[src/design/glpe_pkg.sv]
// Shared types and constants for the GIF LZW pixel encoder.
package glpe_pkg;

    localparam int unsigned CODE_W = 12;
    localparam int unsigned PIX_W = 8;
    localparam int unsigned CW_W = 4;

    localparam logic [CODE_W-1:0] CLEAR_CODE = 12'd256;
    localparam logic [CODE_W-1:0] END_CODE = 12'd257;
    localparam logic [CODE_W-1:0] FIRST_FREE = 12'd258;
    localparam logic [CW_W-1:0] START_WIDTH = 4'd9;
    localparam logic [CW_W-1:0] MAX_WIDTH = 4'd12;

    // One dictionary entry: prefix code, appended pixel, next sibling link.
    typedef struct packed {
        logic [CODE_W-1:0] prefix;
        logic [PIX_W-1:0] pix;
        logic [CODE_W-1:0] sib;
    } dict_entry_t;

    // Code push toward the bit packer.
    typedef struct packed {
        logic valid;
        logic flush;
        logic [CODE_W-1:0] code;
        logic [CW_W-1:0] width;
    } pack_req_t;

endpackage

[src/design/glpe_packer.sv]
// LSB-first bit packer with a registered byte output.
module glpe_packer (
    input  logic                clk,
    input  logic                rst_n,
    input  glpe_pkg::pack_req_t req,
    output logic                ready,
    output logic                out_valid,
    input  logic                out_stall,
    output logic [7:0]          out_byte,
    output logic                last_byte
);
    import glpe_pkg::*;

    logic [19:0] acc_reg, acc_next;
    logic [4:0] cnt_reg, cnt_next;
    logic fl_reg, fl_next;
    logic ov_reg, ov_next;
    logic [7:0] ob_reg, ob_next;
    logic ol_reg, ol_next;
    logic [CODE_W-1:0] masked;
    logic drain;

    assign ready = (cnt_reg < 5'd8) && !fl_reg;
    assign masked = req.code & CODE_W'((13'd1 << req.width) - 13'd1);
    assign drain = (!ov_reg || !out_stall) && ((cnt_reg >= 5'd8) || (fl_reg && cnt_reg != 5'd0));

    always_comb
    begin
        acc_next = acc_reg;
        cnt_next = cnt_reg;
        fl_next = fl_reg;
        ov_next = ov_reg && out_stall;
        ob_next = ob_reg;
        ol_next = ol_reg;
        if (drain)
        begin
            ov_next = 1'b1;
            ob_next = acc_reg[7:0];
            ol_next = fl_reg && (cnt_reg <= 5'd8);
            acc_next = acc_reg >> 8;
            cnt_next = (cnt_reg >= 5'd8) ? cnt_reg - 5'd8 : 5'd0;
            if (cnt_next == 5'd0)
            begin
                fl_next = 1'b0;
            end
        end
        else if (req.valid && ready)
        begin
            // A flush push carries the final code; its bits end the stream.
            acc_next = acc_reg | (20'(masked) << cnt_reg[2:0]);
            cnt_next = cnt_reg + 5'(req.width);
            if (req.flush)
            begin
                fl_next = 1'b1;
            end
        end
    end

    always_ff @(posedge clk or negedge rst_n)
    begin
        if (!rst_n)
        begin
            acc_reg <= '0;
            cnt_reg <= '0;
            fl_reg <= 1'b0;
            ov_reg <= 1'b0;
        end
        else
        begin
            acc_reg <= acc_next;
            cnt_reg <= cnt_next;
            fl_reg <= fl_next;
            ov_reg <= ov_next;
        end
    end

    always_ff @(posedge clk)
    begin
        ob_reg <= ob_next;
        ol_reg <= ol_next;
    end

    assign out_valid = ov_reg;
    assign out_byte = ob_reg;
    assign last_byte = ol_reg;

endmodule

[config.mk]
export PLATFORM = sky130hd
export DESIGN_NAME = glpe_packer
export DESIGN_NICKNAME = d
export VERILOG_FILES = /design/src/design/glpe_pkg.sv /design/src/design/glpe_packer.sv
export SDC_FILE = /design/constraint.sdc
export NUM_CORES = 1
export LEC_CHECK = 0
export ABC_AREA = 0
export CORE_MARGIN = 5
export CORE_UTILIZATION = 50
export DETAILED_ROUTE_END_ITERATION = 10
export DONT_BUFFER_PORTS = 1
export MAX_ROUTING_LAYER = met4
export PLACE_DENSITY = 0.77
export SLEW_MARGIN = 30
export SYNTH_ARGS = -nofsm -noshare
export SYNTH_HDL_FRONTEND = slang
export SYNTH_SLANG_ARGS = --single-unit
export TNS_END_PERCENT = 100
[constraint.sdc]
create_clock -name clk -period 1.85 [get_ports clk]
set_input_delay 0.37 -clock clk [delete_from_list [all_inputs] [get_ports clk]]
set_output_delay 0.37 -clock clk [all_outputs]
set_load 0.03 [all_outputs]
; Word-level counts from Yosys, hierarchy flattened
; Index checks and enable logic that the tools add are counted.
[classes]
n_addsub = 3
order_cmp = 3
n_eq_ne = 1
n_shift = 2
n_mux = 10
bitwise = 2
reduce_logical = 16
[op_table]
columns = op, n
row1 = $mux 20, 2
row2 = $or 20x20->20, 1
row3 = $shl 12x3->20, 1
row4 = $mux 5, 3
row5 = $and 12x12->12, 1
row6 = $shl 1x4->12 const A, 1
row7 = $sub 12x1->12 const B, 1
row8 = $logic_and 1x1->1, 6
row9 = $add 5x4->5, 1
row10 = $ge 5x4->1 const B, 1
row11 = $le 5x4->1 const B, 1
row12 = $logic_not 5->1, 1
row13 = $lt 5x4->1 const B, 1
row14 = $mux 1, 5
row15 = $reduce_bool 5->1, 1
row16 = $sub 5x4->5 const B, 1
row17 = $reduce_bool 2->1, 2
row18 = $logic_not 1->1, 3
row19 = $reduce_and 3->1, 1
row20 = $logic_or 1x1->1, 2
row21 = $ne 2x1->1 const B, 1
[word_totals]
reg_bits = 36
input_bits = 21
out_inout_bits = 11
word_cells = 43

; Logic depth before layout (Yosys ltp)
; Gate-level depths: netlist of the first run.
[logic_depth]
ltp_word = 7
ltp_mapped = 11
ltp_nobuf = 8

; Least setup slack after synthesis of the first run
; No wires, ideal clock.
[synth_path]
path_kind = input port to flip-flop
startpoint = in req[0] (netlist name)
endpoint = reg acc_reg[7]
setup_ps = 94
arrival_time_ps = 2528
t_required_ps = 1756
setup_slack_ps = -772
path_stages = 9
n_path_buf = 2
path_cell_list = buf_2 or4_4 ha_1 buf_4 nor3_1 o2111ai_1 o211a_1 mux4_2 a221oi_2
[synth_via]
elab_chain_len = 7
[synth_rtl]
columns = element, line
row1 = start: declaration, glpe_packer.sv:5  ; input glpe_pkg::pack_req_t req,
row2 = $shl 1x4->12, glpe_packer.sv:24  ; assign masked = req.code & CODE_W'((13'd1 << req.width) - 13'd1);
row3 = $sub 12x1->12, glpe_packer.sv:24
row4 = $and 12x12->12, glpe_packer.sv:24
row5 = $shl 12x3->20, glpe_packer.sv:50  ; acc_next = acc_reg | (20'(masked) << cnt_reg[2:0]);
row6 = $or 20x20->20, glpe_packer.sv:50
row7 = $mux 20, glpe_packer.sv:47  ; else if (req.valid && ready)
row8 = $mux 20, glpe_packer.sv:35  ; if (drain)
row9 = end signal: assignment, glpe_packer.sv:70  ; acc_reg <= acc_next;
row10 = end: declaration, glpe_packer.sv:14  ; logic [19:0] acc_reg, acc_next;
; Every way passes these cells. The select of a mux whose other input is x is not followed.
; A chain may end at the register's enable or synchronous reset.

; Worst setup path in the final report of the first run
[layout_path]
startpoint = in req[1] (netlist name)
endpoint = reg acc_reg[11]
; The elaborated chain is that of the path after synthesis.

==> implementation parameters, run 1 <==
Parameter                              Value

Status
  Result of the run ... finished with violations
  Failing checks ... negative setup slack

Routing
  DR pass1 iterations ... 6
  Post-detailed-route DRC marker count ... 0
  Vias per cell ... approximately 6.5
  Met3 Routed Length ... 597 um
  Post-DR wirelength/cell ... between 15 and 20 um
  Top Metal Used ... met4
  Wire length reported by the detailed router ... roughly 7.3 mm
  Via count ... ~2500
  Met2 Routed Length ... 3.51 mm
  Violation count after the first detailed-routing iteration ... between 300 and 400
  Number of antenna-violating nets in the routed design ... 0
  Post-Route M1 WL ... between 2 and 3 mm

Finish
  Fraction of layout instances using a drive strength above 1 ... between 30% and 40%
  End-of-flow core utilization ... between 60% and 70%
  Filler instances ... 340
  Storage element area ... 925 um^2
  Number of nets in the layout ... approximately 340
  Layout Cells excl Fill ... ~380
  Signed area change from the synthesized netlist to the final layout ... 35.3%
  Area of the multi-input gates ... 1650 um^2
  Number of flip-flops in the largest register ... 19
  Total inserted antenna cells ... 0

Place
  Inst Count DP ... roughly 350
  Placer Congestion ... roughly 0.9
  Number of input and output port buffers inserted ... 0
  Post-DP HPWL ... 4.82 mm

STA
  Hold slack ... around 280 ps
  Number of setup violations in the final report ... 30
  Maximum clock skew at final layout ... ~4.4 ps
  Setup repair after global routing missed its margin ... yes
  Count of final max-slew check failures ... 0
  Min cycle time layout ... roughly 2100 ps
  Worst-margin pin slew ... 517 ps
  Fmax ... between 400 and 500 MHz
  Count of final hold-check violations ... 0
  Slew HR ... approximately 65%
  Post-route setup slack ... -289 ps
  Share of the cycle needed by the critical path after routing ... 116%

Synth
  Post-synth ARST share ... between 70% and 80%
  Post-Syn Area per Cell ... 9.26 um^2
  Number of enable flip-flop cells after synthesis ... 9
  Syn nets ... approximately 290
  Number of warnings printed during yosys synthesis ... 0
  Post-Synthesis Cells ... around 270
  Flip-flop and latch count after synthesis ... 35
  Cell variety after synth ... 65
  Summed instance area of the synthesized netlist ... 2450 um^2
  Fraction of the yosys area taken by sequential cells ... 37.5%
  Most frequently used flop master after synthesis ... dfrtp_1

Critical path
  Required time of the critical path ... around 2000 ps
  Startpoint class of the critical path ... input pin
  Data arrival time of the critical path ... about 2300 ps
  Highest net fanout along the worst path ... 17
  Type of destination of the critical path ... flop
  Path type of the worst setup path ... in2reg

Global route
  Vias in the first global route ... approximately 2300
  Total congestion overflow ... 0
  Largest net degree at the start of global routing ... 32
  Antenna violations before repair ... 0
  Wire length of the first global-routing pass ... between 10 and 15 mm
  Gr usage total ... between 20% and 30%

Floorplanning
  Number of ports placed on the die boundary ... 32
  Number of rows in the core area ... 25
  Initial core utilization ... about half
  Width of the die ... 80.1 um
  Height of the die ... around 80 um
  Total Die Area ... around 6400 um^2
  Core area ... between 4000 and 5000 um^2

Run
  Max-cap violations ... 0

CTS
  Clock latency of the later-clocked register in the worst-skew pair ... about 290 ps
  Clock tree from TritonCTS ... built
  Clock root buffer ... clkbuf_8
  Clock Tree Buf Depth ... 2
  Count of clock tree sinks ... 35
  Clock-pin slew on the worst setup and hold paths ... ~70 ps
  Inserted Clock Buffers ... 5
  H-tree lvl count ... 2

Power and ir drop
  IR drop worst, VDD ... 0.000765 V
  Leakage power ... between 1 and 1.5 nW
  Power density over cell area ... 1630 nW/um^2
  Overall power after layout ... 5.41 mW

Min path
  Class of the tightest hold or removal check ... in2reg
-- repair_timing --
item	4_1_cts	5_1_grt
cloned	1	1
setup endpoints to repair	30	24
hold endpoints to repair	26	0
resized for setup	28	34
buffers inserted	8	7
hold buffers	2	0
pin swaps	15	13
-- power by group --
part           total, mW  switching (mW)  internal (mW)
Clock              0.562           0.262          0.300
Sequential          1.54           0.391           1.15
Combinational       3.31            1.70           1.62
-- critical path, cell delays in order --
cell	delay (ps)
or4_4	540
ha_4	220
buf_4	160
and2_1	170
o2111ai_1	200
o211a_1	230
mux2i_1	100
a221o_1	320
-- layer usage --
metal | up-vias | global-route usage (%)
li1 | 1102 | -
met5 | - | -
met4 | 0 | 8.78
met2 | 159 | 35.3
met3 | 30 | 5.04
met1 | 1174 | 31.4
-- per-stage QoR --
step	worst slack, ps	cell area [um^2]	setup TNS (ps)
3_3_place_gp	-556	2780	-8000
4_1_cts	-294	3100	-2880
6_report	-289	3320	-3690
5_1_grt	-342	3320	-5570
2_1_floorplan	-621	2560	-7740
3_5_place_dp	-626	2780	-9060
-- Yosys cell counts (4+ instances only) --
cell	number	share of area, %
clkbuf_1	4	0.61
a21oi_1	12	2.4
o22ai_1	5	1.3
mux2i_1	9	3.7
inv_1	7	1.1
a31oi_1	7	1.8
o211ai_1	9	2.8
dfrtp_1	26	27
nor2_1	15	2.3
and2_1	6	1.5
nand3_1	10	2.0
nor3_1	7	1.4
buf_2	7	1.4
o21ai_0	10	2.0
o2111ai_1	6	2.1
nand2_1	30	4.6
o221ai_1	4	1.4
nand2b_1	4	1.0
nor2b_1	5	1.3
buf_6	4	1.8
edfxtp_1	9	11
ha_1	6	3.1
-- cell families (layout without fill, tap and decap cells) --
logic type	after synthesis	in the layout	share of synthesized area [%]
AO/OA/AOI/OAI	82	82	24.1
XOR/XNOR	3	3	1.07
multiplexers	12	12	5.50
buffers and inverters	29	74	6.47
flip-flops	35	35	37.5
AND/OR/NAND/NOR	97	97	21.5
adder cells (fa/ha/maj)	7	7	3.87
-- worst paths after layout --
path,from,to,slack [ps],cells past startpoint
setup / recovery,req[1],acc_reg[11],-290,8
hold / removal,req[16],fl_reg,280,2
setup reg to reg,cnt_reg[0],acc_reg[11],-190,8
hold reg to reg,acc_reg[4],out_byte[4],460,0
max in group asynchronous,rst_n,acc_reg[16],1160,2
min in group asynchronous,rst_n,cnt_reg[2],520,2
-- cell type report --
class                      instances  area share (%)
timing repair inverter             1           0.490
clock inverter                     1           0.151
tap                               67            2.52
sequential                        35            27.8
clock buffer                       7            2.60
timing repair buffer              54            15.0
inverter                          11            1.73
multi-input combinational        201            49.7
-- placed cells by master, fill, tap and decap left out, types with 6 or more instances in the layout --
cell and instances:
o211ai_1 9, nand2_1 30, nand3_1 9, edfxtp_1 9, mux2i_1 8, a21oi_1 10
o21ai_1 6, dfrtp_1 23, clkbuf_8 6, buf_4 44, nor2_1 14
No activity file was read; power rests on OpenSTA's default activity.
==> run 2: changes to the inputs <==
- CORE_UTILIZATION: 50 -> 55
- PLACE_DENSITY: 0.77 -> 0.82
- REMOVE_ABC_BUFFERS: unset -> 1
- SETUP_SLACK_MARGIN: unset -> 0.4
==> run 2 against run 1 <==
The run still ends with negative setup slack left. Final cell count fell by 3.4%. Clock skew rose by 4.7 ps. Via count rose by 2.2%. Flip-flop and latch count did not move. Largest cell class unchanged.
==> implementation parameters, run 2 (synthesis gave the netlist of run 1 again) <==
Parameter                              Value

Critical path
  Terminus of the critical flop-to-flop path ... cnt_reg[3]
  Type of destination of the critical path ... flop
  Path type of the worst setup path ... in2reg
  R2R Setup Slk ... -150 ps
  Reg-to-reg critical path startpoint ... cnt_reg[4]
  Highest net fanout along the worst path ... 17
  Data arrival time of the critical path ... around 2400 ps
  Required time of the critical path ... 2060 ps
  Startpoint class of the critical path ... input pin
  Worst-case reg-to-reg path depth ... 9

Routing
  Post-detailed-route DRC marker count ... 0
  DR pass1 iterations ... 6
  Top Metal Used ... met4
  Wire length reported by the detailed router ... between 8 and 9 mm
  Via count ... 2520
  Post-DR wirelength/cell ... approximately 22 um
  Violation count after the first detailed-routing iteration ... 238
  Vias per cell ... slightly below 7
  Met3 Routed Length ... between 800 and 900 um
  Number of antenna-violating nets in the routed design ... 0
  Post-Route M1 WL ... approximately 3.2 mm
  Met2 Routed Length ... around 3.8 mm

Floorplanning
  Number of ports placed on the die boundary ... 32
  Initial core utilization ... about 56%
  Height of the die ... 76.8 um
  Number of rows in the core area ... 24
  Width of the die ... 76.8 um
  Core area ... ~4400 um^2
  Total Die Area ... between 5000 and 6000 um^2

Place
  Post-DP HPWL ... roughly 4.7 mm
  Number of input and output port buffers inserted ... 0
  Inst Count DP ... 337
  Placer Congestion ... between 0.9 and 1

STA
  Count of final max-slew check failures ... 0
  Number of setup violations in the final report ... 29
  Post-route setup slack ... -362 ps
  Worst-margin pin slew ... 530 ps
  Hold slack ... between 200 and 300 ps
  Slew HR ... 64.3%
  Min cycle time layout ... about 2200 ps
  Fmax ... 452 MHz
  Maximum clock skew at final layout ... around 9 ps
  Count of final hold-check violations ... 0
  Setup repair after global routing missed its margin ... yes
  Share of the cycle needed by the critical path after routing ... 120%

CTS
  Clock latency of the later-clocked register in the worst-skew pair ... 300 ps
  Inserted Clock Buffers ... 5
  Clock tree from TritonCTS ... built
  H-tree lvl count ... 2
  Clock-pin slew on the worst setup and hold paths ... approximately 70 ps
  Count of clock tree sinks ... 35
  Clock root buffer ... clkbuf_8
  Clock Tree Buf Depth ... 2

Status
  Failing checks ... negative setup slack
  Result of the run ... finished with violations

Finish
  Most common library cell in the layout ignoring fill and taps ... buf_4
  Signed area change from the synthesized netlist to the final layout ... 36.6%
  Total inserted antenna cells ... 0
  Fraction of layout instances using a drive strength above 1 ... 37.5%
  Number of nets in the layout ... around 340
  Filler instances ... 240
  Number of flip-flops in the largest register ... 19
  Commonest cells after routing, fill and taps aside ... buf_4, nand2_1, dfrtp_1
  Layout Cells excl Fill ... between 300 and 400

Global route
  Wire length of the first global-routing pass ... ~12 mm
  Antenna violations before repair ... 0
  Largest net degree at the start of global routing ... 32
  Total congestion overflow ... 0
  Gr usage total ... about a quarter
  Vias in the first global route ... about 2300

Power and ir drop
  Internal power ... 3.25 mW
  Leakage power ... around 1.3 nW
  Switching power total ... approximately 2.5 mW
  Sequential fraction of design power ... 26.4%
  Switching part of the total ... a little over two fifths
  Power density over cell area ... between 1500 and 2000 nW/um^2
  Share of power burned in combinational logic ... around 64%
  IR drop worst, VDD ... 0.000669 V
  Clk pwr share ... a little under a tenth

Min path
  Worst hold path startpoint ... req[16]
  Class of the tightest hold or removal check ... in2reg
  Worst min-delay path endpoint ... fl_reg
  Count of cells along the worst hold path ... 2

Run
  Max-cap violations ... 0
[run 2: timing repair]
action,CTS,global route
pin swaps,26,7
endpoints found under the setup margin,35,35
cloned,2,0
setup buffers,9,6
hold buffers,2,0
hold endpoints to repair,26,0
gates resized for setup,51,26
[run 2: final cells by class]
type / count / area, um^2 / area share [%]
clock buffers: 5 / 68.8 / 2.05
well taps: 52 / 65.1 / 1.94
inverters: 11 / 48.8 / 1.46
clock inverters: 3 / 20.0 / 0.597
repair buffers: 57 / 574 / 17.1
multi-input cells: 201 / 1660 / 49.4
flip-flops and latches: 35 / 921 / 27.5
[run 2: per-layer routing]
layer | GRT usage, % | vias up
met5 | - | -
met4 | 12.8 | 0
met3 | 6.44 | 33
met2 | 37.4 | 190
met1 | 32.7 | 1189
li1 | - | 1108
[run 2: how the worst max path moves through the flow]
stage / startpoint / end / slack [ps] / cells past startpoint
final: req[1] / acc_reg[15] / -360 / 7
after CTS: req[1] / acc_reg[7] / -260 / 7
after detailed placement: req[1] / acc_reg[7] / -710 / 7
after global routing: req[1] / acc_reg[15] / -470 / 7
after floorplan: cnt_reg[3] / acc_reg[3] / -820 / 7
after global placement: req[1] / acc_reg[11] / -680 / 7
[run 2: worst max-delay path, stage by stage]
cell and delay [ps]:
or4_4 540, ha_4 220, or4b_4 520, a311oi_4 250
or3_4 190, o211ai_1 130, a21oi_1 200
[run 2: stage by stage]
stage / total power, mW / util [%] / setup TNS [ps] / worst slack, ps / cell area (um^2)
after global placement: 3.87 / 62.3 / -9640 / -676 / 2710
after detailed placement: 3.92 / 62.3 / -10540 / -715 / 2710
final: 5.80 / 77.0 / -4130 / -362 / 3350
after global routing: 6.03 / 77.0 / -6070 / -466 / 3350
after floorplan: 2.97 / - / -22040 / -823 / 2340
after CTS: 5.19 / 72.4 / -2460 / -258 / 3150
[run 2: power by group through the flow]
stage,registers (mW),clock network (mW),logic [mW]
2_1_floorplan,1.61,0,1.36
3_3_place_gp,1.51,0,2.35
3_5_place_dp,1.52,0,2.40
4_1_cts,1.52,0.562,3.11
5_1_grt,1.56,0.594,3.87
6_report,1.53,0.559,3.71
